--- config.mk ---
export PLATFORM = sky130hd
export DESIGN_NAME = lpa_fifo
export DESIGN_NICKNAME = d
export VERILOG_FILES = /design/src/hdl/lpa_pkg.sv /design/src/hdl/lpa_fifo.sv
export SDC_FILE = /design/constraint.sdc
export NUM_CORES = 1
export LEC_CHECK = 0
export BUFFER_PORTS_ARGS = -buffer_cell sky130_fd_sc_hd__buf_4
export CAP_MARGIN = 10
export CORE_MARGIN = 3
export CORE_UTILIZATION = 30
export CTS_BUF_LIST = sky130_fd_sc_hd__clkbuf_4 sky130_fd_sc_hd__clkbuf_8
export CTS_CLUSTER_DIAMETER = 100
export DETAILED_ROUTE_END_ITERATION = 16
export PLACE_DENSITY = 0.47
export SETUP_SLACK_MARGIN = 0.3
export SLEW_MARGIN = 40
export SYNTH_ARGS = -nofsm -noshare
export SYNTH_HDL_FRONTEND = slang
export SYNTH_SLANG_ARGS = --single-unit
export TNS_END_PERCENT = 50
--- constraint.sdc ---
create_clock -name i_clk -period 3.1 [get_ports i_clk]
set_input_delay 0.31 -clock i_clk [delete_from_list [all_inputs] [get_ports i_clk]]
set_output_delay 0.31 -clock i_clk [all_outputs]
set_load 0.05 [all_outputs]
--- src/hdl/lpa_pkg.sv ---
// Shared types, constants and register codes for the lag-0 power integration block.
package lpa_pkg;

    localparam int GATE_DEPTH_DEF    = 128;
    localparam int ATTEN_DIVISOR_DEF = 10;

    localparam int SAMPLE_W    = 16;
    localparam int SQ_W        = 32;
    localparam int SUM_W       = 36;
    localparam int PWR_W       = 31;
    localparam int ACC_W       = 48;
    localparam int GATE_W      = 7;
    localparam int SCNT_W      = 4;
    localparam int SPR_W       = 5;
    localparam int RC_W        = 8;
    localparam int MAX_SAMPLES = 16;
    localparam int MAX_GATES   = 128;

    localparam int JOB_FIFO_DEPTH = 4;
    localparam int JOB_PTR_W      = $clog2(JOB_FIFO_DEPTH);
    localparam int JOB_LVL_W      = $clog2(JOB_FIFO_DEPTH + 1);

    localparam int DIV_BITS = 8;

    localparam int CFG_ADDR_W = 4;
    localparam int CFG_DATA_W = 32;

    localparam logic [PWR_W-1:0] PWR_MAX = '1;
    localparam logic [ACC_W-1:0] ACC_MAX = '1;

    typedef enum logic [1:0] {
        REG_SAMPLES  = 2'd0,
        REG_RANGES   = 2'd1,
        REG_ATTEN    = 2'd2,
        REG_MIN_PEAK = 2'd3
    } t_reg_idx;

    typedef struct packed {
        logic signed [SAMPLE_W-1:0] i_sample;
        logic signed [SAMPLE_W-1:0] q_sample;
        logic                       accumulate;
    } t_in_item;

    typedef struct packed {
        logic [GATE_W-1:0] gate_index;
        logic [PWR_W-1:0]  gate_power;
        logic [ACC_W-1:0]  accumulated_power;
        logic              sequence_done;
        logic [GATE_W-1:0] peak_gate;
        logic              peak_valid;
    } t_result;

    typedef struct packed {
        logic [SPR_W-1:0] samples_per_range;
        logic [RC_W-1:0]  range_count;
        logic             atten_on;
        logic [PWR_W-1:0] min_peak_power;
    } t_cfg;

    typedef struct packed {
        logic [SUM_W-1:0]  power_sum;
        logic [SPR_W-1:0]  n_samples;
        logic              accumulate;
        logic [GATE_W-1:0] gate;
        logic              last;
    } t_gate_job;

    typedef struct packed {
        logic busy;
        logic done;
    } t_div_stat;

endpackage

--- src/hdl/lpa_fifo.sv ---
// Short job queue between the sample front end and the gate back end.
module lpa_fifo import lpa_pkg::*; (
    input  logic                 i_clk,
    input  logic                 i_rst_n,
    input  logic                 i_push,
    input  t_gate_job            i_data,
    input  logic                 i_pop,
    output t_gate_job            o_head,
    output logic                 o_empty,
    output logic [JOB_LVL_W-1:0] o_level
);

    t_gate_job              r_mem [JOB_FIFO_DEPTH];
    logic [JOB_PTR_W-1:0]   r_wptr;
    logic [JOB_PTR_W-1:0]   r_rptr;
    logic [JOB_LVL_W-1:0]   r_level;

    always_ff @(posedge i_clk) begin
        if (!i_rst_n) begin
            r_wptr  <= '0;
            r_rptr  <= '0;
            r_level <= '0;
        end else begin
            if (i_push) begin
                r_mem[r_wptr] <= i_data;
                r_wptr        <= r_wptr + JOB_PTR_W'(1);
            end
            if (i_pop) begin
                r_rptr <= r_rptr + JOB_PTR_W'(1);
            end
            unique case ({i_push, i_pop})
                2'b10:   r_level <= r_level + JOB_LVL_W'(1);
                2'b01:   r_level <= r_level - JOB_LVL_W'(1);
                default: r_level <= r_level;
            endcase
        end
    end

    assign o_head  = r_mem[r_rptr];
    assign o_empty = (r_level == '0);
    assign o_level = r_level;

endmodule

==> impl_metrics.yaml <==
outcome:
  status: "finished, final reports clean"
logic_synthesis:
  synth.distinct_cells: 22
  yosysWarnings: 0
  synth_seq_cells: 209
  synth_top_area_share_pct: 77.8
  synth_xor_area_share_pct: 0.567
  synth_edf_count: 200
  ys.flop_type: "edfxtp_1"
  async_flop_share_pct: 0
  synth_common_cells: "edfxtp_1 (200), mux4_2 (50), dfxtp_1 (9), and2_1 (6), inv_1 (6)"
  seq_area_frac_synth_pct: 80.1
  yosys-top-cells-area: "edfxtp_1 (78%), mux4_2 (15%), dfxtp_1 (2.3%), buf_12 (1.3%), ha_1 (0.81%)"
  synth_most_common_cell: "edfxtp_1"
  syn_nets: 368
  syn_avg_cell_area_sq_um: 25.1
  synth_top_family_by_area: "multiplexers"
  synthSimpleGateAreaFrac_pct: 1.13
  synth.largest_area_cell: "edfxtp_1"
  mappedNetlistArea_sq_um: 7720
  synthMuxAreaShare_pct: 14.7
  synth-adder-area-share_pct: 1.07
  synth_cells: 308
  synth-compound-area-share_pct: 0.227
layout:
  drive_above_1_share_pct: 43.4
  finalNonFillerCells: 855
  nFillCells: 2298
  area_growth_pct: 30.4
  finalNetCount: 561
  n_antenna_cell: 0
worst_setup_path:
  critical-path-max-stage-delay_ns: 0.59
  rrSetupSlack_ns: 1.25
  worstSetupPathType: "flop to output port"
  cp_common_cell: "buf_4"
  worst_ep_required_time_ns: 2.79
  reg2regPathDepth: 4
  crit_fanout: 18
  slowest_stage: "dfxtp_4"
  critPathLaunchType: "flop"
  crit_arrival_ns: 2.17
  worst_r2r_endpoint: "r_mem[1][6]"
  r2r_start: "r_wptr[1]"
  worst_setup_path_end_kind: "output port"
  cp_cell_sequence: "buf_4 -> mux4_2 -> buf_4"
pwr:
  peakVddDrop_mv: 0.274
  powerDensity_nw_per_um2: 638
  leakage_nw: 3.44
grt:
  grt_pass1_vias: 4198
  track_usage_pct: 11.1
  grt_pass1_wl_um: 23600
  overflow: 0
  grtUsageMet2_pct: 18.4
  busiest_layer: "met2"
  grt.met1_usage_pct: 14.0
  grt_max_degree: 34
  grt_antenna_before_repair: 1
  use_met3_pct: 3.47
routing:
  drtIter0Drc: 149
  via_per_inst: 4.35
  drt_pre_antenna_iters: 4
  routed_wl_um: 15200
  antenna_left: 0
  vias: 3719
  wl_per_cell_um: 17.8
  drc: 0
timing:
  fin_worst_skew_ns: 0.0161
  setup_tns_ns: 0
  finalMaxSlewViolations: 0
  worst_pin_slew_ns: 0.559
  relSlewSlack_pct: 62.8
  rsz0062_at_grt: "no"
  hold_viol: 0
  finalCritPeriodShare_pct: 80.0
  setup_viol: 0
  max_freq_mhz: 403
  fin_crit_ns: 2.48
placed_design:
  place_congestion: 0.702
  port_buffers: 107
  placedCellCount: 743
  place_hpwl_um: 9160
die:
  die_area_sq_um: 27700
  coreArea_sq_um: 25300
  ios: 108
  placementRows: 58
  die_w_um: 166
  die_y_um: 166
  start_util_pct: 30.6
clock_network:
  cts_buffers: 36
  insertion_delay_ns: 0.51
  h-tree-depth: 2
  ctsRootBufferMaster: "clkbuf_8"
  cts-resized-gates: 0
  cts_buffer_depth: 3
  clkTransAtPathRegs_ns: 0.06
  cts_tree: "built"
  clock-sinks: 209
job:
  drv_cap: 0
hold_path:
  holdPathStages: 2
  hp-start: "i_rst_n"
  hold-path-endpoint: "o_level[1]"
  hp-class: "input port to flop"
-- power by group --
part / leakage, nW / internal [W] / switching (W) / total (W)
clock: 0.355 / 0.00127 / 0.000999 / 0.00227
sequential: 1.89 / 0.00319 / 0.0000467 / 0.00323
combinational: 1.19 / 0.000365 / 0.000560 / 0.000926
-- worst max-delay path, delay by kind of cell, from the launching register on --
family | cells | cell delay [ns]
buffers and inverters | 2 | 0.53
flip-flops | 1 | 0.59
multiplexers | 1 | 0.54
-- registers in the layout, indices dropped and copies added, names as in the netlist, named ones only --
register	count
o_level	3
r_mem	200
r_rptr	2
r_wptr	2
-- cells in the final DEF, fill, tap and decap left out, drive strengths merged --
master / Yosys / layout
edfxtp: 200 / 200
o21ai: 2 / 2
clkinv: 0 / 11
xor2: 3 / 3
mux2i: 1 / 1
clkbuf: 1 / 51
fa: 1 / 1
mux4: 50 / 50
nand2: 2 / 2
dlygate4sd3: 0 / 50
buf: 12 / 118
xnor2: 2 / 2
ha: 5 / 5
inv: 6 / 6
dfxtp: 9 / 9
nor3: 1 / 1
nor2b: 1 / 1
and3: 4 / 4
or3: 1 / 1
a21boi: 1 / 1
and2: 6 / 6
-- metal layers --
layer  part of all wire (%)  up-vias
met5                  0.046        -
li1                       -     1680
met2                     50       98
met1                     43     1909
met4                    2.1        2
met3                    5.5       30
-- cells by family (layout without fill, tap and decap cells) --
family / Yosys count / after routing
DFF: 209 / 209
muxes: 51 / 51
buffers and inverters: 19 / 236
and+or+nand+nor: 15 / 15
adders and majority gates: 6 / 6
xor gates and xnor gates: 5 / 5
AOI/OAI and AO/OA: 3 / 3
-- area by class of cell --
| type | count | area, sq um | share of cell area [%] |
|---|---|---|---|
| inverters | 6 | 22.5 | 0.224 |
| repair buffers | 168 | 1410 | 14.0 |
| well taps | 330 | 413 | 4.10 |
| clock buffers | 51 | 614 | 6.10 |
| clock inverters | 11 | 45.0 | 0.447 |
| multi-input cells | 80 | 1370 | 13.6 |
| flip-flops and latches | 209 | 6190 | 61.5 |
-- stage by stage --
step	setup WS, ns	hold WS, ns	utilization [%]	power (W)	area (sq um)
after floorplan	0.914	0.409	-	0.00390	7720
after global placement	1.06	0.500	35.3	0.00417	8910
after detailed placement	1.04	0.514	35.3	0.00419	8910
after CTS	0.494	0.00620	39.8	0.00656	10100
after global routing	0.428	0.0928	39.9	0.00673	10100
final	0.621	0.112	39.9	0.00643	10100
-- what timing repair did --
item,in CTS,in global routing
hold endpoints to repair,191,4
setup buffers,0,0
hold buffers,49,1
-- worst max path at each step --
stage / endpoint / from / slack (ns) / depth (start not counted)
2_1_floorplan: r_mem[2][0] / r_wptr[0] / 0.91 / 3
3_3_place_gp: o_head[2] / flop / 1.06 / 3
3_5_place_dp: o_head[2] / flop / 1.04 / 3
4_1_cts: o_head[2] / flop / 0.49 / 3
5_1_grt: o_head[2] / flop / 0.43 / 3
6_report: o_head[47] / flop / 0.62 / 3
No activity file was read; power rests on OpenSTA's default activity.
