===== src/hdl/lpa_pkg.sv =====
// Shared types, constants and register codes for the lag-0 power integration block.
package lpa_pkg;

    localparam int GATE_DEPTH_DEF    = 128;
    localparam int ATTEN_DIVISOR_DEF = 10;

    localparam int SAMPLE_W    = 16;
    localparam int SQ_W        = 32;
    localparam int SUM_W       = 36;
    localparam int PWR_W       = 31;
    localparam int ACC_W       = 48;
    localparam int GATE_W      = 7;
    localparam int SCNT_W      = 4;
    localparam int SPR_W       = 5;
    localparam int RC_W        = 8;
    localparam int MAX_SAMPLES = 16;
    localparam int MAX_GATES   = 128;

    localparam int JOB_FIFO_DEPTH = 4;
    localparam int JOB_PTR_W      = $clog2(JOB_FIFO_DEPTH);
    localparam int JOB_LVL_W      = $clog2(JOB_FIFO_DEPTH + 1);

    localparam int DIV_BITS = 8;

    localparam int CFG_ADDR_W = 4;
    localparam int CFG_DATA_W = 32;

    localparam logic [PWR_W-1:0] PWR_MAX = '1;
    localparam logic [ACC_W-1:0] ACC_MAX = '1;

    typedef enum logic [1:0] {
        REG_SAMPLES  = 2'd0,
        REG_RANGES   = 2'd1,
        REG_ATTEN    = 2'd2,
        REG_MIN_PEAK = 2'd3
    } t_reg_idx;

    typedef struct packed {
        logic signed [SAMPLE_W-1:0] i_sample;
        logic signed [SAMPLE_W-1:0] q_sample;
        logic                       accumulate;
    } t_in_item;

    typedef struct packed {
        logic [GATE_W-1:0] gate_index;
        logic [PWR_W-1:0]  gate_power;
        logic [ACC_W-1:0]  accumulated_power;
        logic              sequence_done;
        logic [GATE_W-1:0] peak_gate;
        logic              peak_valid;
    } t_result;

    typedef struct packed {
        logic [SPR_W-1:0] samples_per_range;
        logic [RC_W-1:0]  range_count;
        logic             atten_on;
        logic [PWR_W-1:0] min_peak_power;
    } t_cfg;

    typedef struct packed {
        logic [SUM_W-1:0]  power_sum;
        logic [SPR_W-1:0]  n_samples;
        logic              accumulate;
        logic [GATE_W-1:0] gate;
        logic              last;
    } t_gate_job;

    typedef struct packed {
        logic busy;
        logic done;
    } t_div_stat;

endpackage


===== src/hdl/lpa_front.sv =====
// Front end: takes samples, sums I^2+Q^2 per gate, hands finished gates to the job queue.
module lpa_front import lpa_pkg::*; #(
    parameter int GATE_DEPTH = GATE_DEPTH_DEF
) (
    input  logic                 i_clk,
    input  logic                 i_rst_n,
    input  t_cfg                 i_cfg,
    input  logic                 push,
    output logic                 full,
    input  t_in_item             i_item,
    input  logic [JOB_LVL_W-1:0] i_job_level,
    output logic                 o_job_v,
    output t_gate_job            o_job
);

    localparam int GATE_LIM = (GATE_DEPTH < MAX_GATES) ? GATE_DEPTH : MAX_GATES;

    logic [SCNT_W-1:0] r_scnt;
    logic [GATE_W-1:0] r_gcnt;
    logic [SUM_W-1:0]  r_sum;
    logic              r_v;
    logic              r_done;
    logic [SQ_W-1:0]   r_pwr;
    logic              r_acc;
    logic [GATE_W-1:0] r_gate;
    logic              r_last;
    logic [SPR_W-1:0]  r_n;

    logic [SPR_W-1:0]       n_eff;
    logic [RC_W-1:0]        g_eff;
    logic                   accept;
    logic                   complete;
    logic                   last_gate;
    logic signed [SQ_W-1:0] prod_i;
    logic signed [SQ_W-1:0] prod_q;
    logic [SQ_W-1:0]        pwr;
    logic [SUM_W-1:0]       sum_next;
    logic [JOB_LVL_W:0]     occ;

    always_comb begin
        if (i_cfg.samples_per_range == '0) begin
            n_eff = SPR_W'(1);
        end else if (i_cfg.samples_per_range > SPR_W'(MAX_SAMPLES)) begin
            n_eff = SPR_W'(MAX_SAMPLES);
        end else begin
            n_eff = i_cfg.samples_per_range;
        end
        if (i_cfg.range_count == '0) begin
            g_eff = RC_W'(1);
        end else if (i_cfg.range_count > RC_W'(GATE_LIM)) begin
            g_eff = RC_W'(GATE_LIM);
        end else begin
            g_eff = i_cfg.range_count;
        end
    end

    assign complete  = (SPR_W'(r_scnt) + SPR_W'(1)) >= n_eff;
    assign last_gate = (RC_W'(r_gcnt) + RC_W'(1)) >= g_eff;

    assign prod_i = i_item.i_sample * i_item.i_sample;
    assign prod_q = i_item.q_sample * i_item.q_sample;
    assign pwr    = unsigned'(prod_i) + unsigned'(prod_q);

    // Hold off when the queue cannot take the job that is already on its way.
    assign occ    = {1'b0, i_job_level} + (JOB_LVL_W + 1)'(r_v & r_done);
    assign full   = occ >= (JOB_LVL_W + 1)'(JOB_FIFO_DEPTH);
    assign accept = push & ~full;

    assign sum_next = r_sum + SUM_W'(r_pwr);

    always_ff @(posedge i_clk) begin
        if (!i_rst_n) begin
            r_scnt <= '0;
            r_gcnt <= '0;
            r_sum  <= '0;
            r_v    <= 1'b0;
        end else begin
            r_v <= accept;
            if (accept) begin
                r_scnt <= complete ? '0 : r_scnt + SCNT_W'(1);
                if (complete) begin
                    r_gcnt <= last_gate ? '0 : r_gcnt + GATE_W'(1);
                end
                r_pwr  <= pwr;
                r_done <= complete;
                r_acc  <= i_item.accumulate;
                r_gate <= r_gcnt;
                r_last <= last_gate;
                r_n    <= n_eff;
            end
            if (r_v) begin
                r_sum <= r_done ? '0 : sum_next;
            end
        end
    end

    assign o_job_v = r_v & r_done;
    assign o_job   = '{power_sum:  sum_next,
                       n_samples:  r_n,
                       accumulate: r_acc,
                       gate:       r_gate,
                       last:       r_last};

endmodule


===== config.mk =====
export PLATFORM = sky130hd
export DESIGN_NAME = lpa_front
export DESIGN_NICKNAME = d
export VERILOG_FILES = /design/src/hdl/lpa_pkg.sv /design/src/hdl/lpa_front.sv
export SDC_FILE = /design/constraint.sdc
export NUM_CORES = 1
export LEC_CHECK = 0
export ABC_AREA = 1
export BUFFER_PORTS_ARGS = -buffer_cell sky130_fd_sc_hd__buf_2
export CAP_MARGIN = 20
export CORE_ASPECT_RATIO = 1.1
export CORE_UTILIZATION = 50
export CTS_BUF_LIST = sky130_fd_sc_hd__clkbuf_4 sky130_fd_sc_hd__clkbuf_8
export DETAILED_ROUTE_END_ITERATION = 8
export PLACE_DENSITY = 0.67
export SLEW_MARGIN = 10
export SYNTH_ARGS = -nofsm -noshare
export SYNTH_HDL_FRONTEND = slang
export SYNTH_SLANG_ARGS = --single-unit

===== constraint.sdc =====
create_clock -name i_clk -period 15.9 [get_ports i_clk]
set_input_delay 1.59 -clock i_clk [delete_from_list [all_inputs] [get_ports i_clk]]
set_output_delay 1.59 -clock i_clk [all_outputs]
set_load 0.02 [all_outputs]

==> metrics.txt <==
grt ovf=0; Core Area=approximately 0.048 mm^2; die area=0.0496 mm^2; Initial Util=0.508; Chip Height=233 um; kind of start point of the critical path=input pin; wirelength, routed=between 50000 and 60000 um; synth-to-layout area growth=5.28%; Mapped Cells=approximately 3000; clk slew on worst S/H paths=0.09 ns; CTS tree=done; Via Count=about 18000; Syn. warnings=0; Critical Path Sink Type=flop; worst-skew pair later-pin latency=a little under 0.4 ns; fin crit share=0.553; gpl congestion=0.911; largest net degree at the start of global routing=49; outcome=completed; ys async rst share=0; post-synthesis sequential area ratio=0.0975; Fill cells=4488; # setup viols final=0; mapped cell area=0.0243 mm^2; I/O Buffers=roughly 100; DRT iter0 DRCs=around 830; Hold Path Class=reg2reg; CP Max Fanout=22; # IOs=136; initial antenna violation count=3; clock skew=~0.014 ns; DRT Pass-1 Iters=5; drt drc=0; CTS H-tree depth=3; TNS Setup=0 ns; Distinct cells, synth=43; final slew viol count=0; RSZ-0062 raised after global routing=false; TritonCTS Sinks=95; worst path required time=between 15 and 20 ns; placed insts=around 3600; proportion of layout cells with a drive suffix above 1=0.0493; Post-Syn Nets=~3800; Fmax achieved=114 MHz; Worst slew margin=0.507; Final Non-Filler Cells=approximately 3700; # rows=84; Wirelength per Cell=roughly 15 um; register area=around 0.0024 mm^2; Hold Fails Final Rpt=0; first-pass GRT wire length=a little over 90000 um; register bit count reported by yosys=95; area taken by multi-input logic gates=around 0.018 mm^2; crit path DAT=just under 9 ns; die width=between 200 and 250 um; clock buffer count from CTS=9; Via density=between 4 and 5; # resized after CTS=0; Worst-Margin Slew=approximately 0.74 ns; vias in the first global route=about 19000; # nets final=between 3000 and 4000; cts hold-fix bufs=0; syn_area_per_cell=between 8 and 9 um^2; gr usage total=0.237; cell taking the most area after synthesis=fa_1; post-layout min period=around 8.8 ns; Setup CP Type=in2reg; Post-synth top flop=dfxtp_1; Max-Cap Viols=0; top area cells in the synthesized netlist=fa_1 (43%), inv_1 (14%), ha_1 (10%); Post-CTS Setup Bufs=0; number of flops mapped to enable cells by yosys=between 40 and 50; CTS Root Cell=clkbuf_8; ANT nets after route=0; CTS max path bufs=2; Yosys top cell area share=0.429; HPWL after DPL=about 49000 um
==> final timing paths <==
path,startpoint,end,slack (ns),depth (start not counted)
worst min register to register,r_sum[13],r_sum[13],0.47,2
worst max register to register,r_scnt[0],r_gcnt[3],13.38,12
worst min-delay path,r_sum[13],r_sum[13],0.47,2
worst max-delay path,i_item[16],r_pwr[31],7.11,26
==> per-layer routing <==
metal | track usage | up-vias | routed length [um] | share of wire
met5 | 0 | - | 30 | 0.00055
met4 | 0.0746 | 4 | 1510 | 0.028
met3 | 0.0161 | 104 | 2100 | 0.039
met2 | 0.436 | 415 | 28400 | 0.52
met1 | 0.293 | 8805 | 22300 | 0.41
li1 | - | 8597 | - | -
==> cell usage after synthesis, types with 6 or more instances <==
| cell type | n |
|---|---|
| clkbuf_1 | 71 |
| nor2_2 | 6 |
| o21ai_0 | 23 |
| a21oi_1 | 106 |
| edfxtp_1 | 47 |
| ha_1 | 197 |
| inv_1 | 928 |
| nand4_1 | 14 |
| and2_1 | 19 |
| nand3b_1 | 7 |
| nor2_1 | 116 |
| xor2_1 | 56 |
| fa_1 | 522 |
| dfxtp_1 | 48 |
| o21bai_1 | 11 |
| nand2_2 | 8 |
| nand3_1 | 77 |
| nor3_1 | 12 |
| nand2_1 | 651 |
| xnor2_1 | 15 |
==> critical path, stage by stage <==
cell	delay [ns]
buf_2	0.39
nand2_1	0.37
inv_1	0.63
fa_1	0.56
fa_1	0.51
inv_1	0.05
fa_1	0.47
inv_1	0.05
fa_1	0.48
fa_1	0.58
fa_1	0.44
fa_1	0.49
inv_1	0.05
fa_1	0.54
inv_1	0.06
ha_1	0.39
nand2_1	0.07
nand2_1	0.08
inv_1	0.06
o21ai_0	0.33
a21oi_1	0.13
or2_2	0.29
nand3_1	0.14
inv_1	0.05
nand2_1	0.06
nand2_1	0.04
==> kinds of logic after synthesis <==
family | share of synthesized area
other | 0.000154
AO/OA/AOI/OAI | 0.0352
buffers and inverters | 0.156
adder cells (fa/ha/maj) | 0.531
flip-flops | 0.0975
AND/OR/NAND/NOR | 0.155
XOR/XNOR | 0.0255
==> per-stage QoR <==
step,utilization,hold WS (ns),instance area (um^2),setup WS (ns)
2_1_floorplan,-,0.430,24300,7.76
3_3_place_gp,0.530,0.445,25400,6.67
3_5_place_dp,0.530,0.453,25400,6.63
4_1_cts,0.535,0.476,25600,7.04
5_1_grt,0.535,0.495,25600,6.89
6_report,0.535,0.473,25600,7.11
==> cell usage in the layout (no fill, tap or decap), types with 3 or more instances in the layout <==
cell type / Yosys / final
buf_2: 2 / 103
and2_1: 19 / 19
clkbuf_8: 0 / 10
fa_1: 522 / 522
a21o_1: 4 / 4
a21oi_1: 106 / 106
or2_2: 4 / 4
edfxtp_1: 47 / 47
inv_1: 928 / 928
o21ai_0: 23 / 23
nand2_1: 651 / 651
nor3_1: 12 / 12
nor4_1: 3 / 3
buf_4: 2 / 3
o21bai_1: 11 / 11
nand2_2: 8 / 8
nand3_1: 77 / 77
dfxtp_1: 48 / 48
xor2_1: 56 / 56
nand4_1: 14 / 14
nand3b_1: 7 / 7
ha_1: 197 / 197
nor2_1: 116 / 115
nor2_2: 6 / 6
xnor2_1: 15 / 15
==> registers in the layout, indices dropped and copies added (netlist names), 4 cells and up <==
name and count:
r_gate 7, r_gcnt 7, r_n 5, r_pwr 32, r_scnt 4, r_sum 36
==> cell type report <==
class,count,area share
multi-input combinational,1873,0.710
inverter,930,0.136
sequential,95,0.0926
tap,645,0.0315
timing repair buffer,106,0.0210
clock buffer,10,0.00537
clock inverter,6,0.00356
antenna,1,0.0000977
Power is not shown: default switching activity piles up to over one toggle a cycle in this logic, so the estimate is an artifact.
