`src/hdl/lpa_pkg.sv`:
```
// Shared types, constants and register codes for the lag-0 power integration block.
package lpa_pkg;

    localparam int GATE_DEPTH_DEF    = 128;
    localparam int ATTEN_DIVISOR_DEF = 10;

    localparam int SAMPLE_W    = 16;
    localparam int SQ_W        = 32;
    localparam int SUM_W       = 36;
    localparam int PWR_W       = 31;
    localparam int ACC_W       = 48;
    localparam int GATE_W      = 7;
    localparam int SCNT_W      = 4;
    localparam int SPR_W       = 5;
    localparam int RC_W        = 8;
    localparam int MAX_SAMPLES = 16;
    localparam int MAX_GATES   = 128;

    localparam int JOB_FIFO_DEPTH = 4;
    localparam int JOB_PTR_W      = $clog2(JOB_FIFO_DEPTH);
    localparam int JOB_LVL_W      = $clog2(JOB_FIFO_DEPTH + 1);

    localparam int DIV_BITS = 8;

    localparam int CFG_ADDR_W = 4;
    localparam int CFG_DATA_W = 32;

    localparam logic [PWR_W-1:0] PWR_MAX = '1;
    localparam logic [ACC_W-1:0] ACC_MAX = '1;

    typedef enum logic [1:0] {
        REG_SAMPLES  = 2'd0,
        REG_RANGES   = 2'd1,
        REG_ATTEN    = 2'd2,
        REG_MIN_PEAK = 2'd3
    } t_reg_idx;

    typedef struct packed {
        logic signed [SAMPLE_W-1:0] i_sample;
        logic signed [SAMPLE_W-1:0] q_sample;
        logic                       accumulate;
    } t_in_item;

    typedef struct packed {
        logic [GATE_W-1:0] gate_index;
        logic [PWR_W-1:0]  gate_power;
        logic [ACC_W-1:0]  accumulated_power;
        logic              sequence_done;
        logic [GATE_W-1:0] peak_gate;
        logic              peak_valid;
    } t_result;

    typedef struct packed {
        logic [SPR_W-1:0] samples_per_range;
        logic [RC_W-1:0]  range_count;
        logic             atten_on;
        logic [PWR_W-1:0] min_peak_power;
    } t_cfg;

    typedef struct packed {
        logic [SUM_W-1:0]  power_sum;
        logic [SPR_W-1:0]  n_samples;
        logic              accumulate;
        logic [GATE_W-1:0] gate;
        logic              last;
    } t_gate_job;

    typedef struct packed {
        logic busy;
        logic done;
    } t_div_stat;

endpackage

```
`src/hdl/lpa_back.sv`:
```
// Back end: mean, attenuation, accumulator update, peak tracking and the result register.
module lpa_back import lpa_pkg::*; #(
    parameter int GATE_DEPTH    = GATE_DEPTH_DEF,
    parameter int ATTEN_DIVISOR = ATTEN_DIVISOR_DEF,
    localparam int ADDR_W = $clog2(GATE_DEPTH)
) (
    input  logic              i_clk,
    input  logic              i_rst_n,
    input  t_cfg              i_cfg,
    input  logic              i_job_empty,
    input  t_gate_job         i_job,
    output logic              o_job_pop,
    output logic              o_ram_we,
    output logic [ADDR_W-1:0] o_ram_waddr,
    output logic [ACC_W-1:0]  o_ram_wdata,
    output logic              o_ram_re,
    output logic [ADDR_W-1:0] o_ram_raddr,
    input  logic [ACC_W-1:0]  i_ram_rdata,
    output logic              o_div_start,
    output logic [SUM_W-1:0]  o_div_num,
    output logic [SPR_W-1:0]  o_div_den,
    input  t_div_stat         i_div_stat,
    input  logic [SUM_W-1:0]  i_div_quot,
    output logic              empty,
    input  logic              pop,
    output t_result           o_result
);

    // Attenuation by reciprocal multiplication: the reciprocal is rounded up, which
    // gives the exact floor quotient for every 31-bit mean.
    localparam int RCP_W     = 33;
    localparam int ATT_SHIFT = PWR_W + $clog2(ATTEN_DIVISOR);
    localparam logic [RCP_W-1:0] ATT_RCP =
        RCP_W'(((64'd1 << ATT_SHIFT) + 64'(ATTEN_DIVISOR) - 64'd1) / 64'(ATTEN_DIVISOR));

    typedef enum logic [2:0] {
        S_IDLE,
        S_DIV,
        S_ATT,
        S_UPD,
        S_OUT
    } t_state;

    t_state            r_state;
    logic              r_acc;
    logic [GATE_W-1:0] r_gate;
    logic              r_last;
    logic [PWR_W-1:0]  r_mean;
    logic [ACC_W-1:0]  r_best_acc;
    logic [GATE_W-1:0] r_best_gate;
    logic [PWR_W-1:0]  r_best_pwr;
    t_result           r_res;
    logic              r_out_v;
    t_result           r_out;

    logic [PWR_W-1:0]       mean_sat;
    logic [PWR_W+RCP_W-1:0] att_prod;
    logic [PWR_W-1:0]       att_quot;
    logic [ACC_W:0]         acc_sum;
    logic [ACC_W-1:0]       acc_new;
    logic                   take;
    logic [ACC_W-1:0]       n_best_acc;
    logic [GATE_W-1:0]      n_best_gate;
    logic [PWR_W-1:0]       n_best_pwr;
    logic                   out_take;
    logic                   out_load;
    t_result                res;

    assign mean_sat = (|i_div_quot[SUM_W-1:PWR_W]) ? PWR_MAX : i_div_quot[PWR_W-1:0];

    assign att_prod = r_mean * ATT_RCP;
    assign att_quot = PWR_W'(att_prod >> ATT_SHIFT);

    always_comb begin
        acc_sum = {1'b0, i_ram_rdata} + (ACC_W + 1)'(r_mean);
        if (r_acc) begin
            acc_new = acc_sum[ACC_W] ? ACC_MAX : acc_sum[ACC_W-1:0];
        end else begin
            acc_new = ACC_W'(r_mean);
        end
        // Gate zero restarts the search; a tie keeps the earlier gate.
        take        = (r_gate == '0) || (acc_new > r_best_acc);
        n_best_acc  = take ? acc_new : r_best_acc;
        n_best_gate = take ? r_gate  : r_best_gate;
        n_best_pwr  = take ? r_mean  : r_best_pwr;
        res = '{gate_index:        r_gate,
                gate_power:        r_mean,
                accumulated_power: acc_new,
                sequence_done:     r_last,
                peak_gate:         r_last ? n_best_gate : '0,
                peak_valid:        r_last && (n_best_pwr >= i_cfg.min_peak_power)};
    end

    assign o_job_pop   = (r_state == S_IDLE) && !i_job_empty;
    assign o_div_start = o_job_pop;
    assign o_div_num   = i_job.power_sum;
    assign o_div_den   = i_job.n_samples;
    assign o_ram_re    = o_job_pop;
    assign o_ram_raddr = ADDR_W'(i_job.gate);
    assign o_ram_we    = (r_state == S_UPD);
    assign o_ram_waddr = ADDR_W'(r_gate);
    assign o_ram_wdata = acc_new;

    assign out_take = pop && r_out_v;
    assign out_load = (r_state == S_OUT) && (!r_out_v || out_take);

    always_ff @(posedge i_clk) begin
        if (!i_rst_n) begin
            r_state     <= S_IDLE;
            r_out_v     <= 1'b0;
            r_best_acc  <= '0;
            r_best_gate <= '0;
            r_best_pwr  <= '0;
        end else begin
            if (out_load) begin
                r_out_v <= 1'b1;
            end else if (out_take) begin
                r_out_v <= 1'b0;
            end
            unique case (r_state)
                S_IDLE: begin
                    if (!i_job_empty) begin
                        r_acc   <= i_job.accumulate;
                        r_gate  <= i_job.gate;
                        r_last  <= i_job.last;
                        r_state <= S_DIV;
                    end
                end
                S_DIV: begin
                    if (i_div_stat.done) begin
                        r_mean  <= mean_sat;
                        r_state <= i_cfg.atten_on ? S_ATT : S_UPD;
                    end
                end
                S_ATT: begin
                    r_mean  <= att_quot;
                    r_state <= S_UPD;
                end
                S_UPD: begin
                    r_best_acc  <= n_best_acc;
                    r_best_gate <= n_best_gate;
                    r_best_pwr  <= n_best_pwr;
                    r_res       <= res;
                    r_state     <= S_OUT;
                end
                S_OUT: begin
                    if (out_load) begin
                        r_out   <= r_res;
                        r_state <= S_IDLE;
                    end
                end
                default: r_state <= S_IDLE;
            endcase
        end
    end

    assign empty    = !r_out_v;
    assign o_result = r_out;

endmodule

```
`config.mk`:
```
export PLATFORM = sky130hd
export DESIGN_NAME = lpa_back
export DESIGN_NICKNAME = d
export VERILOG_FILES = /design/src/hdl/lpa_pkg.sv /design/src/hdl/lpa_back.sv
export SDC_FILE = /design/constraint.sdc
export NUM_CORES = 1
export LEC_CHECK = 0
export BUFFER_PORTS_ARGS = -buffer_cell sky130_fd_sc_hd__buf_2
export CAP_MARGIN = 20
export CORE_MARGIN = 2
export CORE_UTILIZATION = 55
export CTS_BUF_LIST = sky130_fd_sc_hd__clkbuf_2
export DETAILED_ROUTE_END_ITERATION = 10
export PLACE_DENSITY = 0.8
export SLEW_MARGIN = 20
export SYNTH_ARGS = -nofsm -noshare
export SYNTH_HDL_FRONTEND = slang
export SYNTH_SLANG_ARGS = --single-unit
```
`constraint.sdc`:
```
create_clock -name i_clk -period 6.8 [get_ports i_clk]
set_input_delay 1.02 -clock i_clk [delete_from_list [all_inputs] [get_ports i_clk]]
set_output_delay 1.02 -clock i_clk [all_outputs]
set_load 0.005 [all_outputs]
```
==> out/metrics.csv <==
metric,value,unit
Worst setup SP type,flop,
Post-Synth Adder-Cell Area,35.1,%
die area,53200,µm²
max-cap viol count,0,
post-synthesis sequential area ratio,30.8,%
Post-Syn Area per Cell,10.3,µm²
largest family of logic cells by synthesized area,adder cells,
Rows,83,
"critical path fanouts, max",3,
Critical Path AT,8.16,ns
First-pass DRT Iterations,7,
synth unique cells,79,
mux share of post-synthesis cell area,1.15,%
vias in the first global route,24800,
violated checks,negative setup slack,
clock sinks,320,
worst setup path class,flop to flop,
initial DRC count,1499,
TritonCTS Buffers,85,
Synth Area in Compound Gates,12.3,%
# IOs,388,
CTS Hold Bufs,0,
outcome,finished with violations,
Slew Limit Fails,0,
Placed Area,33700,µm²
Clock Pin Slew Worst Setup and Hold Paths,0.13,ns
post-DP HPWL,68500,µm
Final ANT Viol Nets,0,
f_max,136,MHz
first-pass GRT wire length,132000,µm
pin count of the biggest net entering global routing,79,
Fin. Hold Viols,0,
synthesized area,28300,µm²
Root Buffer,clkbuf_2,
initial antenna violation count,3,
YS warnings,0,
crit share post-route,108,%
Placed Instances,4063,
Synth Register Bits,320,
DR vias,23700,
Core Area,51100,µm²
GRT Total Usage,32.2,%
vias per cell,5.50,
clk_lat worst skew,1.12,ns
Post-synth ARST share,0,%
fraction of final layout cells sized beyond drive strength 1,36.8,%
final-layout fill cell count,3676,
Final setup viols,27,
ys flop type,edfxtp_1,
Worst R2R Setup Slack,-0.55,ns
"commonest non-fill, non-tap cell in the layout",buf_4,
synthesized instance count,2731,
Worst slew margin,42.0,%
H-tree levels,3,
drt drc,0,
Setup crit end kind,flop,
gpl congestion,0.984,
RSZ-0062 raised after global routing,yes,
most frequent cells in the layout,"575 x buf_4, 435 x inv_1, 351 x ha_1, 291 x buf_2, 230 x edfxtp_1",
routed wire length,86700,µm
Die Height,231,µm
Final Non-Filler Cells,4311,
Post-synth EDFFs,230,
I/O Buffers,291,
final instance area,36800,µm²
Overflow after GRT,0,
Worst Path Required,7.61,ns
min-delay worst type,input port to flop,
Die X,231,µm
post-layout minimum cycle time,7.35,ns
PnR worst setup slack,-0.549,ns
Initial Util,55.3,%
syn_nets,3563,
xor/xnor cell area share of the yosys netlist,2.05,%
Worst Tran Pin Value,0.862,ns
DR WL/cell,20.1,µm
clk_skew,0.140,ns
Clock Tree Buf Depth,3,
CTS tree,yes,
post-layout net count,4388,
Simple-Gate Fraction of Synth Area,8.62,%
P&R area growth vs syn,30.2,%
==> through the flow <==
stage / util (%) / TNS, ns / hold slack, ns / setup slack (ns)
2_1_floorplan: - / -0.380 / 0.400 / -0.214
6_report: 72.0 / -9.85 / 0.139 / -0.549
3_3_place_gp: 65.9 / -14.43 / 0.401 / -1.06
3_5_place_dp: 65.9 / -16.56 / 0.405 / -1.22
5_1_grt: 72.0 / -15.36 / 0.0397 / -0.808
4_1_cts: 70.0 / -7.35 / 0.0262 / -0.526
==> layout make-up <==
type	instances	area [µm²]	share of cell area (%)
Timing Repair Buffer	909	6320	17.2
Antenna cell	4	10.0	0.0272
Inverter	463	1740	4.73
Multi-Input combinational cell	1777	18400	50.0
Tap cell	680	851	2.31
Sequential cell	320	8710	23.7
Clock buffer	125	626	1.70
Clock inverter	33	151	0.412
==> registers in the layout, indices dropped and copies added, names as in the netlist <==
name	cells
r_best_pwr	31
r_res	95
o_ram_waddr	7
r_best_acc	48
r_best_gate	7
r_last	1
o_result	95
r_acc	1
r_out_v	1
r_state	3
r_mean	31
==> final timing paths <==
path / depth (start not counted) / startpoint / endpoint
hold reg to reg: 0 / r_res[32] / o_result[32]
setup reg to reg: 22 / r_mean[6] / r_mean[27]
setup / recovery: 22 / r_mean[6] / r_mean[27]
hold / removal: 1 / i_job[8] / r_acc
==> cell usage after synthesis, types with 17 or more instances <==
library cell  count  area, µm²
nor2_1           89        334
and3_1           23        144
nand2_1         201        754
a21boi_0         44        330
mux2_2           19        214
nor2b_1          26        163
ha_1            403       5040
edfxtp_1        230       6910
xnor2_1          40        350
buf_4           105        788
xor2_1           26        228
inv_1           463       1740
a31oi_1          17        106
nor3_1           24        120
a21o_1           71        533
clkbuf_1         53        199
nand4_1          48        300
a21oi_1         145        726
o21ai_0          90        450
fa_1            244       4880
nand3_1          35        175
dfxtp_1          90       1800
==> critical path: stages (launching register included) <==
cell	delay, ns
edfxtp_1	0.48
ha_4	0.31
inv_2	0.04
fa_2	0.60
fa_2	0.46
fa_2	0.62
inv_4	0.06
fa_1	0.51
inv_1	0.06
fa_1	0.47
fa_1	0.58
fa_2	0.46
ha_4	0.19
a221oi_4	0.26
o211ai_1	0.17
a211oi_2	0.30
nor2_1	0.11
a221oi_2	0.31
o21ai_4	0.14
a2111o_1	0.41
a311o_1	0.30
xnor2_1	0.14
a21oi_1	0.08
==> per-layer routing <==
layer / vias to the layer above / track usage, % / routed length, µm
li1: 11000 / - / -
met3: 239 / 5.48 / 6000
met4: 0 / 13.5 / 4080
met2: 961 / 54.8 / 42300
met5: - / 0 / 0
met1: 11600 / 40.7 / 34300
==> cells by family after synthesis <==
group / after synthesis
muxes: 30
DFF: 320
buffers and inverters: 634
xor gates and xnor gates: 66
and+or+nand+nor: 511
adders and majority gates: 647
AOI/OAI and AO/OA: 523
==> timing repair <==
action / CTS / global route
endpoints found under the setup margin: 28 / 29
cloned: 1 / 0
pin swaps: 130 / 128
resized for setup: 185 / 154
buffers inserted: 53 / 40
Power is left out: the tool's default activity adds up to more than one toggle a clock period on the data nets, which glitch-free logic cannot reach.
