--- config.mk ---
export PLATFORM = sky130hd
export DESIGN_NAME = lpa_div
export DESIGN_NICKNAME = d
export VERILOG_FILES = /design/src/hdl/lpa_pkg.sv /design/src/hdl/lpa_div.sv
export SDC_FILE = /design/constraint.sdc
export NUM_CORES = 1
export LEC_CHECK = 0
export BUFFER_PORTS_ARGS = -buffer_cell sky130_fd_sc_hd__buf_2
export CAP_MARGIN = 10
export CORE_UTILIZATION = 58
export CTS_CLUSTER_DIAMETER = 30
export DETAILED_ROUTE_END_ITERATION = 10
export PLACE_DENSITY = 0.83
export SLEW_MARGIN = 30
export SYNTH_ARGS = -nofsm -noshare
export SYNTH_HDL_FRONTEND = slang
export SYNTH_SLANG_ARGS = --single-unit
--- constraint.sdc ---
create_clock -name i_clk -period 18.75 [get_ports i_clk]
set_clock_uncertainty 0.1 [all_clocks]
set_input_delay 0 -clock i_clk [delete_from_list [all_inputs] [get_ports i_clk]]
set_output_delay 0 -clock i_clk [all_outputs]
set_load 0.01 [all_outputs]
--- src/hdl/lpa_pkg.sv ---
// Shared types, constants and register codes for the lag-0 power integration block.
package lpa_pkg;

    localparam int GATE_DEPTH_DEF    = 128;
    localparam int ATTEN_DIVISOR_DEF = 10;

    localparam int SAMPLE_W    = 16;
    localparam int SQ_W        = 32;
    localparam int SUM_W       = 36;
    localparam int PWR_W       = 31;
    localparam int ACC_W       = 48;
    localparam int GATE_W      = 7;
    localparam int SCNT_W      = 4;
    localparam int SPR_W       = 5;
    localparam int RC_W        = 8;
    localparam int MAX_SAMPLES = 16;
    localparam int MAX_GATES   = 128;

    localparam int JOB_FIFO_DEPTH = 4;
    localparam int JOB_PTR_W      = $clog2(JOB_FIFO_DEPTH);
    localparam int JOB_LVL_W      = $clog2(JOB_FIFO_DEPTH + 1);

    localparam int DIV_BITS = 8;

    localparam int CFG_ADDR_W = 4;
    localparam int CFG_DATA_W = 32;

    localparam logic [PWR_W-1:0] PWR_MAX = '1;
    localparam logic [ACC_W-1:0] ACC_MAX = '1;

    typedef enum logic [1:0] {
        REG_SAMPLES  = 2'd0,
        REG_RANGES   = 2'd1,
        REG_ATTEN    = 2'd2,
        REG_MIN_PEAK = 2'd3
    } t_reg_idx;

    typedef struct packed {
        logic signed [SAMPLE_W-1:0] i_sample;
        logic signed [SAMPLE_W-1:0] q_sample;
        logic                       accumulate;
    } t_in_item;

    typedef struct packed {
        logic [GATE_W-1:0] gate_index;
        logic [PWR_W-1:0]  gate_power;
        logic [ACC_W-1:0]  accumulated_power;
        logic              sequence_done;
        logic [GATE_W-1:0] peak_gate;
        logic              peak_valid;
    } t_result;

    typedef struct packed {
        logic [SPR_W-1:0] samples_per_range;
        logic [RC_W-1:0]  range_count;
        logic             atten_on;
        logic [PWR_W-1:0] min_peak_power;
    } t_cfg;

    typedef struct packed {
        logic [SUM_W-1:0]  power_sum;
        logic [SPR_W-1:0]  n_samples;
        logic              accumulate;
        logic [GATE_W-1:0] gate;
        logic              last;
    } t_gate_job;

    typedef struct packed {
        logic busy;
        logic done;
    } t_div_stat;

endpackage

--- src/hdl/lpa_div.sv ---
// Iterative unsigned divider, DIV_BITS quotient bits per cycle.
module lpa_div import lpa_pkg::*; #(
    parameter int NUM_W = SUM_W,
    parameter int DEN_W = 5
) (
    input  logic             i_clk,
    input  logic             i_rst_n,
    input  logic             i_start,
    input  logic [NUM_W-1:0] i_num,
    input  logic [DEN_W-1:0] i_den,
    output t_div_stat        o_stat,
    output logic [NUM_W-1:0] o_quot
);

    localparam int STEPS = (NUM_W + DIV_BITS - 1) / DIV_BITS;
    localparam int PAD_W = STEPS * DIV_BITS;
    localparam int CNT_W = $clog2(STEPS + 1);

    logic             r_busy;
    logic             r_done;
    logic [CNT_W-1:0] r_cnt;
    logic [DEN_W-1:0] r_rem;
    logic [PAD_W-1:0] r_work;
    logic [DEN_W-1:0] r_den;

    logic [DEN_W-1:0] n_rem;
    logic [PAD_W-1:0] n_work;
    logic [DEN_W:0]   trial;

    // Restoring division: shift a dividend bit into the remainder, subtract when it fits.
    always_comb begin
        n_rem  = r_rem;
        n_work = r_work;
        trial  = '0;
        for (int k = 0; k < DIV_BITS; k++) begin
            trial  = {n_rem, n_work[PAD_W-1]};
            n_work = {n_work[PAD_W-2:0], 1'b0};
            if (trial >= {1'b0, r_den}) begin
                trial     = trial - {1'b0, r_den};
                n_work[0] = 1'b1;
            end
            n_rem = trial[DEN_W-1:0];
        end
    end

    always_ff @(posedge i_clk) begin
        if (!i_rst_n) begin
            r_busy <= 1'b0;
            r_done <= 1'b0;
            r_cnt  <= '0;
        end else begin
            r_done <= 1'b0;
            if (i_start) begin
                r_busy <= 1'b1;
                r_cnt  <= CNT_W'(STEPS);
                r_rem  <= '0;
                r_work <= PAD_W'(i_num);
                r_den  <= i_den;
            end else if (r_busy) begin
                r_rem  <= n_rem;
                r_work <= n_work;
                r_cnt  <= r_cnt - CNT_W'(1);
                if (r_cnt == CNT_W'(1)) begin
                    r_busy <= 1'b0;
                    r_done <= 1'b1;
                end
            end
        end
    end

    assign o_stat = '{busy: r_busy, done: r_done};
    assign o_quot = r_work[NUM_W-1:0];

endmodule

==> out/qor.yml, run 1 <==
run_status:
  status: "complete, no violations"
floorplan:
  rows: 32
  die_w_um: 93.3
  die_area_um2: 8700
  initial_utilization_pct: 61.2
  die_h_um: 93.3
  io_pins: 82
  core_area_um2: 7890
sta:
  final-setup-viol-count: 0
  rsz0062_at_grt: "no"
  slew_headroom_pct: 56.1
  period_share_pct: 86.3
  period_minus_slack_ns: 16.17
  worstMarginPinSlew_ns: 0.650
  max_freq_mhz: 61.8
  hold_viol: 0
  tns_ns: 0
  slew_violations: 0
cells_and_area:
  fin_area_um2: 5560
  syn_to_final_growth_pct: 15.2
  n_antenna_cell: 0
  final_cells: 650
  fin_nets: 641
  fin_util_pct: 70.5
  drive_gt1_share_pct: 27.2
placement:
  gp_congestion: 0.958
  dp_hpwl_um: 8050
  dp_cells: 601
  portBuffers: 81
  place_area_um2: 5060
synth:
  avgSynthCellArea_um2: 10.4
  synth_top_area_cell: "edfxtp_1"
  ys_warn_count: 0
  ys_seq_area_share_pct: 33.2
  synth_edf_count: 50
  synth_cell_types: 71
  syn_area_um2: 4830
  ys.flop_type: "edfxtp_1"
  synth_top_area_share_pct: 31.1
  synth_cells: 463
  synth_seq_cells: 55
  synthTopCellsByArea: "edfxtp_1 31%, ha_1 11%, mux2_2 9.6%"
  synth_fp_nets: 557
  async_flop_share_pct: 0
grt:
  antenna_found_initial: 0
  grt.overflow.total: 0
  gr-usage-all-layers_pct: 31.6
  grt_pass1_wl_um: 20800
  grt_max_degree: 47
  grt_pass1_vias: 4144
min_path:
  hold_end: "r_work[4]"
  hp-start: "i_num[4]"
  hold_class: "input port to register"
  holdPathStages: 3
cts:
  cts.htree.levels: 2
  post_cts_buffers: 0
  cts_buffer_depth: 2
  cts_tree: "done"
  cts.sinks: 55
  clockRootBuffer: "clkbuf_8"
  ctsResizeCount: 0
  clkTransAtPathRegs_ns: 0.11
  insertion_delay_ns: 0.32
  cts_buffers: 5
worst_setup_path:
  arrival_ns: 16.13
  timing.rr.start: "r_den[1]"
  reg2regPathDepth: 63
  critPathKind: "register to register"
  critical_path_required_ns: 18.70
  r2r_slack_ns: 2.58
  r2r-end: "r_work[0]"
  cp_common_cell: "a21oi_1"
  crit_fanout: 11
  critPathLaunchType: "register"
  endpoint_kind: "register"
  critical-path-max-stage-delay_ns: 0.68
  cp_slowest_cell: "edfxtp_1"
route:
  drc: 0
  drt_pass1_iterations: 5
  wl_per_cell_um: 19.9
  finalWirelength_um: 12900
  via_count: 3981
  drtIter0Drc: 266
  viasPerCell: 6.12
  ant_nets: 0
run:
  maxCapViolCount: 0
==> synthesized netlist by cell type, types with 3 or more instances <==
cell type	instances
a21oi_1	26
o21ai_0	16
mux2_2	41
mux2i_1	5
inv_1	35
nor2_1	19
dfxtp_1	5
xor2_1	13
a21o_1	12
and3_1	3
a211oi_1	6
o211ai_1	3
a211o_1	3
nand2_1	25
fa_1	8
ha_1	42
a21boi_0	8
nand2b_1	7
clkbuf_1	3
edfxtp_1	50
and2_1	3
o31ai_1	4
buf_1	3
nor2b_1	8
buf_4	38
xnor2_1	13
nand3_1	6
==> routing by layer <==
metal  wire length, um  part of all wire, %  global-route usage (%)  up-vias
li1                  -                    -                       -     1826
met1              5400                   42                    40.3     1900
met2              6160                   48                    52.5      213
met3               911                  7.0                    5.04       42
met4               476                  3.7                    14.7        0
met5                 0                    0                       0        -
==> worst max-delay path by stage <==
stage                     startpoint  slack (ns)  cells past startpoint         to
after floorplan             r_den[1]        5.02                     64   r_rem[1]
after CTS                   r_den[1]        3.14                     63   r_rem[1]
after detailed placement    r_den[1]        3.18                     63   r_rem[0]
final                       r_den[1]        2.58                     63  r_work[0]
after global routing        r_den[1]        1.45                     64   r_rem[1]
after global placement      r_den[1]        3.52                     63   r_rem[2]
==> worst max-delay path: cells and delay by family (launching register included) <==
kind | cells | cell delay (ns)
AOI/OAI and AO/OA | 28 | 6.27
adders and majority gates | 8 | 2.69
buffers and inverters | 5 | 0.68
DFF | 1 | 0.68
muxes | 5 | 2.04
and+or+nand+nor | 17 | 3.39
==> logic make-up (layout without fill, tap and decap cells) <==
| group | Yosys count | in the layout | share of synthesized area [%] |
|---|---|---|---|
| AO/OA/AOI/OAI | 112 | 112 | 17.4 |
| XOR/XNOR | 26 | 26 | 4.72 |
| adder cells (fa/ha/maj) | 50 | 50 | 14.2 |
| buffers and inverters | 82 | 167 | 9.38 |
| flip-flops | 55 | 55 | 33.2 |
| multiplexers | 49 | 49 | 11.5 |
| AND/OR/NAND/NOR | 89 | 89 | 9.69 |
==> flip-flops by register name (all words and copies together) (netlist names) <==
signal  count
r_busy      1
r_rem       5
r_cnt       3
r_done      1
r_den       5
r_work     40
==> cell usage in the layout, fill, tap and decap left out, types with 3 or more instances in the layout <==
master and count:
a21o_1 12, ha_1 42, mux2_2 41, inv_1 35, xnor2_1 13, a211oi_1 6
and2_1 3, nand3_1 6, mux2i_1 5, edfxtp_1 50, nor2_1 19, dfxtp_1 5
nand2_1 25, o211ai_1 3, o31ai_1 4, o21ai_0 16, nand2b_1 7, a21boi_0 8
a211o_1 3, xor2_1 13, nor2b_1 8, a21oi_1 26, dlygate4sd3_1 41, buf_2 81
clkbuf_8 5, and3_1 3, fa_1 8
==> per-stage QoR <==
stage | setup WS, ns | hold slack (ns)
floorplan | 5.02 | -0.00113
CTS | 3.14 | 0.0208
global placement | 3.52 | 0.0780
finish | 2.58 | 0.0356
global route | 1.45 | 0.0442
detailed placement | 3.18 | 0.0788
==> layout make-up <==
type / instances / area, um2
clock buffers: 5 / 68.8
clock inverters: 3 / 23.8
fillers: 513 / 2320
inverters: 36 / 135
multi-input cells: 326 / 2780
flip-flops and latches: 55 / 1600
well taps: 102 / 128
repair buffers: 123 / 823
==> what timing repair did <==
action                                  in CTS  in global routing
hold buffers                                41                  0
endpoints found under the setup margin       0                  0
endpoints found under the hold margin       45                  0
Power of run 1 is not shown: default switching activity piles up to over one toggle a cycle in this logic, so the estimate is an artifact.
==> run 2, diff against run 1 <==
--- a/config.mk
+++ b/config.mk
@@ -10,7 +10,7 @@
 export CORE_UTILIZATION = 58
 export CTS_CLUSTER_DIAMETER = 30
 export DETAILED_ROUTE_END_ITERATION = 10
-export PLACE_DENSITY = 0.83
+export PLACE_DENSITY_LB_ADDON = 0.25
 export SLEW_MARGIN = 30
 export SYNTH_ARGS = -nofsm -noshare
 export SYNTH_HDL_FRONTEND = slang
==> run 2 against run 1 <==
  * Register-to-register slack worse by 0.12 ns
  * Flip-flop and latch count unchanged
  * Final cell count down 0.15%
==> out/qor.yml, run 2 (same netlist as run 1, synthesis figures left out) <==
floorplan:
  die_w_um: 93.3
  rows: 32
  initial_utilization_pct: 61.2
  die_h_um: 93.3
  core_area_um2: 7890
  die_area_um2: 8700
  io_pins: 82
cells_and_area:
  final_common_cell: "buf_2"
  drive_gt1_share_pct: 27.1
  fill_cells: 555
  layout_common_cells: "81 x buf_2, 50 x edfxtp_1, 42 x ha_1"
  n_antenna_cell: 0
  syn_to_final_growth_pct: 14.9
  largest_reg_flops: 40
  largest_register: "r_work"
  reg_top3: "r_work (40), r_den (5), r_rem (5)"
  fin_nets: 640
sta:
  slew_headroom_pct: 41.5
  max_freq_mhz: 61.4
  fin_ws_ns: 2.46
  tns_ns: 0
  hold_viol: 0
  period_share_pct: 86.9
  period_minus_slack_ns: 16.29
  slew_violations: 0
  worstMarginPinSlew_ns: 0.877
  rsz0062_at_grt: "no"
  final-setup-viol-count: 0
route:
  drtIter0Drc: 155
  viasPerCell: 5.99
  drc: 0
  finalWirelength_um: 11600
  via_count: 3890
  ant_nets: 0
  drt_pass1_iterations: 5
  wl_per_cell_um: 17.9
run_status:
  status: "complete, no violations"
cts:
  insertion_delay_ns: 0.31
  clockRootBuffer: "clkbuf_8"
  cts.sinks: 55
  cts_buffers: 5
  post_cts_buffers: 0
  cts_buffer_depth: 2
  clkTransAtPathRegs_ns: 0.10
  cts_tree: "done"
  cts.htree.levels: 2
run:
  maxCapViolCount: 0
grt:
  grt_max_degree: 47
  antenna_found_initial: 0
  grt_pass1_wl_um: 18600
  grt_pass1_vias: 3854
  grt.overflow.total: 0
  gr-usage-all-layers_pct: 27.6
placement:
  portBuffers: 81
  pre_cts_ws_ns: 2.70
  gp_congestion: 0.892
  dp_hpwl_um: 8050
worst_setup_path:
  critical-path-max-stage-delay_ns: 0.72
  cp_common_cell: "ha_1"
  critical_path_required_ns: 18.68
  crit_fanout: 11
  endpoint_kind: "register"
  arrival_ns: 16.22
  cp_slowest_cell: "edfxtp_1"
  critPathKind: "register to register"
  critPathLaunchType: "register"
min_path:
  hold_class: "input port to register"
## run 2: cell count changes in the layout (fill, tap and decap cells not counted)
cell / previous run / this run
buf_4: 1 / 0
clkinv_2: 0 / 2
clkinvlp_4: 2 / 0
## run 2: metal layers
metal / GRT usage (%) / wire (um) / vias up
met5: 0 / 0 / -
met4: 9.10 / 255 / 0
met3: 3.98 / 755 / 19
met2: 47.1 / 5680 / 171
met1: 36.0 / 4940 / 1871
li1: - / - / 1829
## run 2: path summary, 6_finish.rpt
check	cells past startpoint	slack (ns)	from	end
worst max-delay path	63	2.46	r_den[1]	r_rem[0]
worst min register to register	1	0.47	r_cnt[1]	r_cnt[1]
worst max register to register	63	2.46	r_den[1]	r_rem[0]
worst min-delay path	3	0.09	i_num[4]	r_work[4]
## run 2: stage by stage
| stage | cells | instance area, um2 | utilization [%] | hold slack (ns) |
|---|---|---|---|---|
| global route | 649 | 5550 | 70.4 | 0.0903 |
| global placement | 600 | 5050 | 64.0 | 0.0786 |
| detailed placement | 600 | 5050 | 64.1 | 0.0781 |
| CTS | 649 | 5550 | 70.4 | 0.0540 |
| floorplan | 463 | 4830 | - | -0.00113 |
| finish | 649 | 5550 | 70.4 | 0.0869 |
## run 2: area by class of cell
type	count	area [um2]	share of cell area, %
clock buffer	5	68.8	1.24
multi-input combinational	326	2780	50.1
clock inverter	3	18.8	0.338
timing repair buffer	122	816	14.7
tap	102	128	2.30
sequential	55	1600	28.9
inverter	36	135	2.43
## run 2: worst max-delay path, delay by kind of cell, from the launching register on
kind	cells	cell delay [ns]
compound gates	28	6.25
simple gates	15	3.01
fa+ha+maj	8	2.56
mux	6	2.48
buf+inv	6	0.84
flops	1	0.72
## run 2: repair_timing
action,CTS,global route
hold buffers,41,0
resized for setup,0,0
hold endpoints to repair,45,0
Power of run 2 is left out for the same reason.
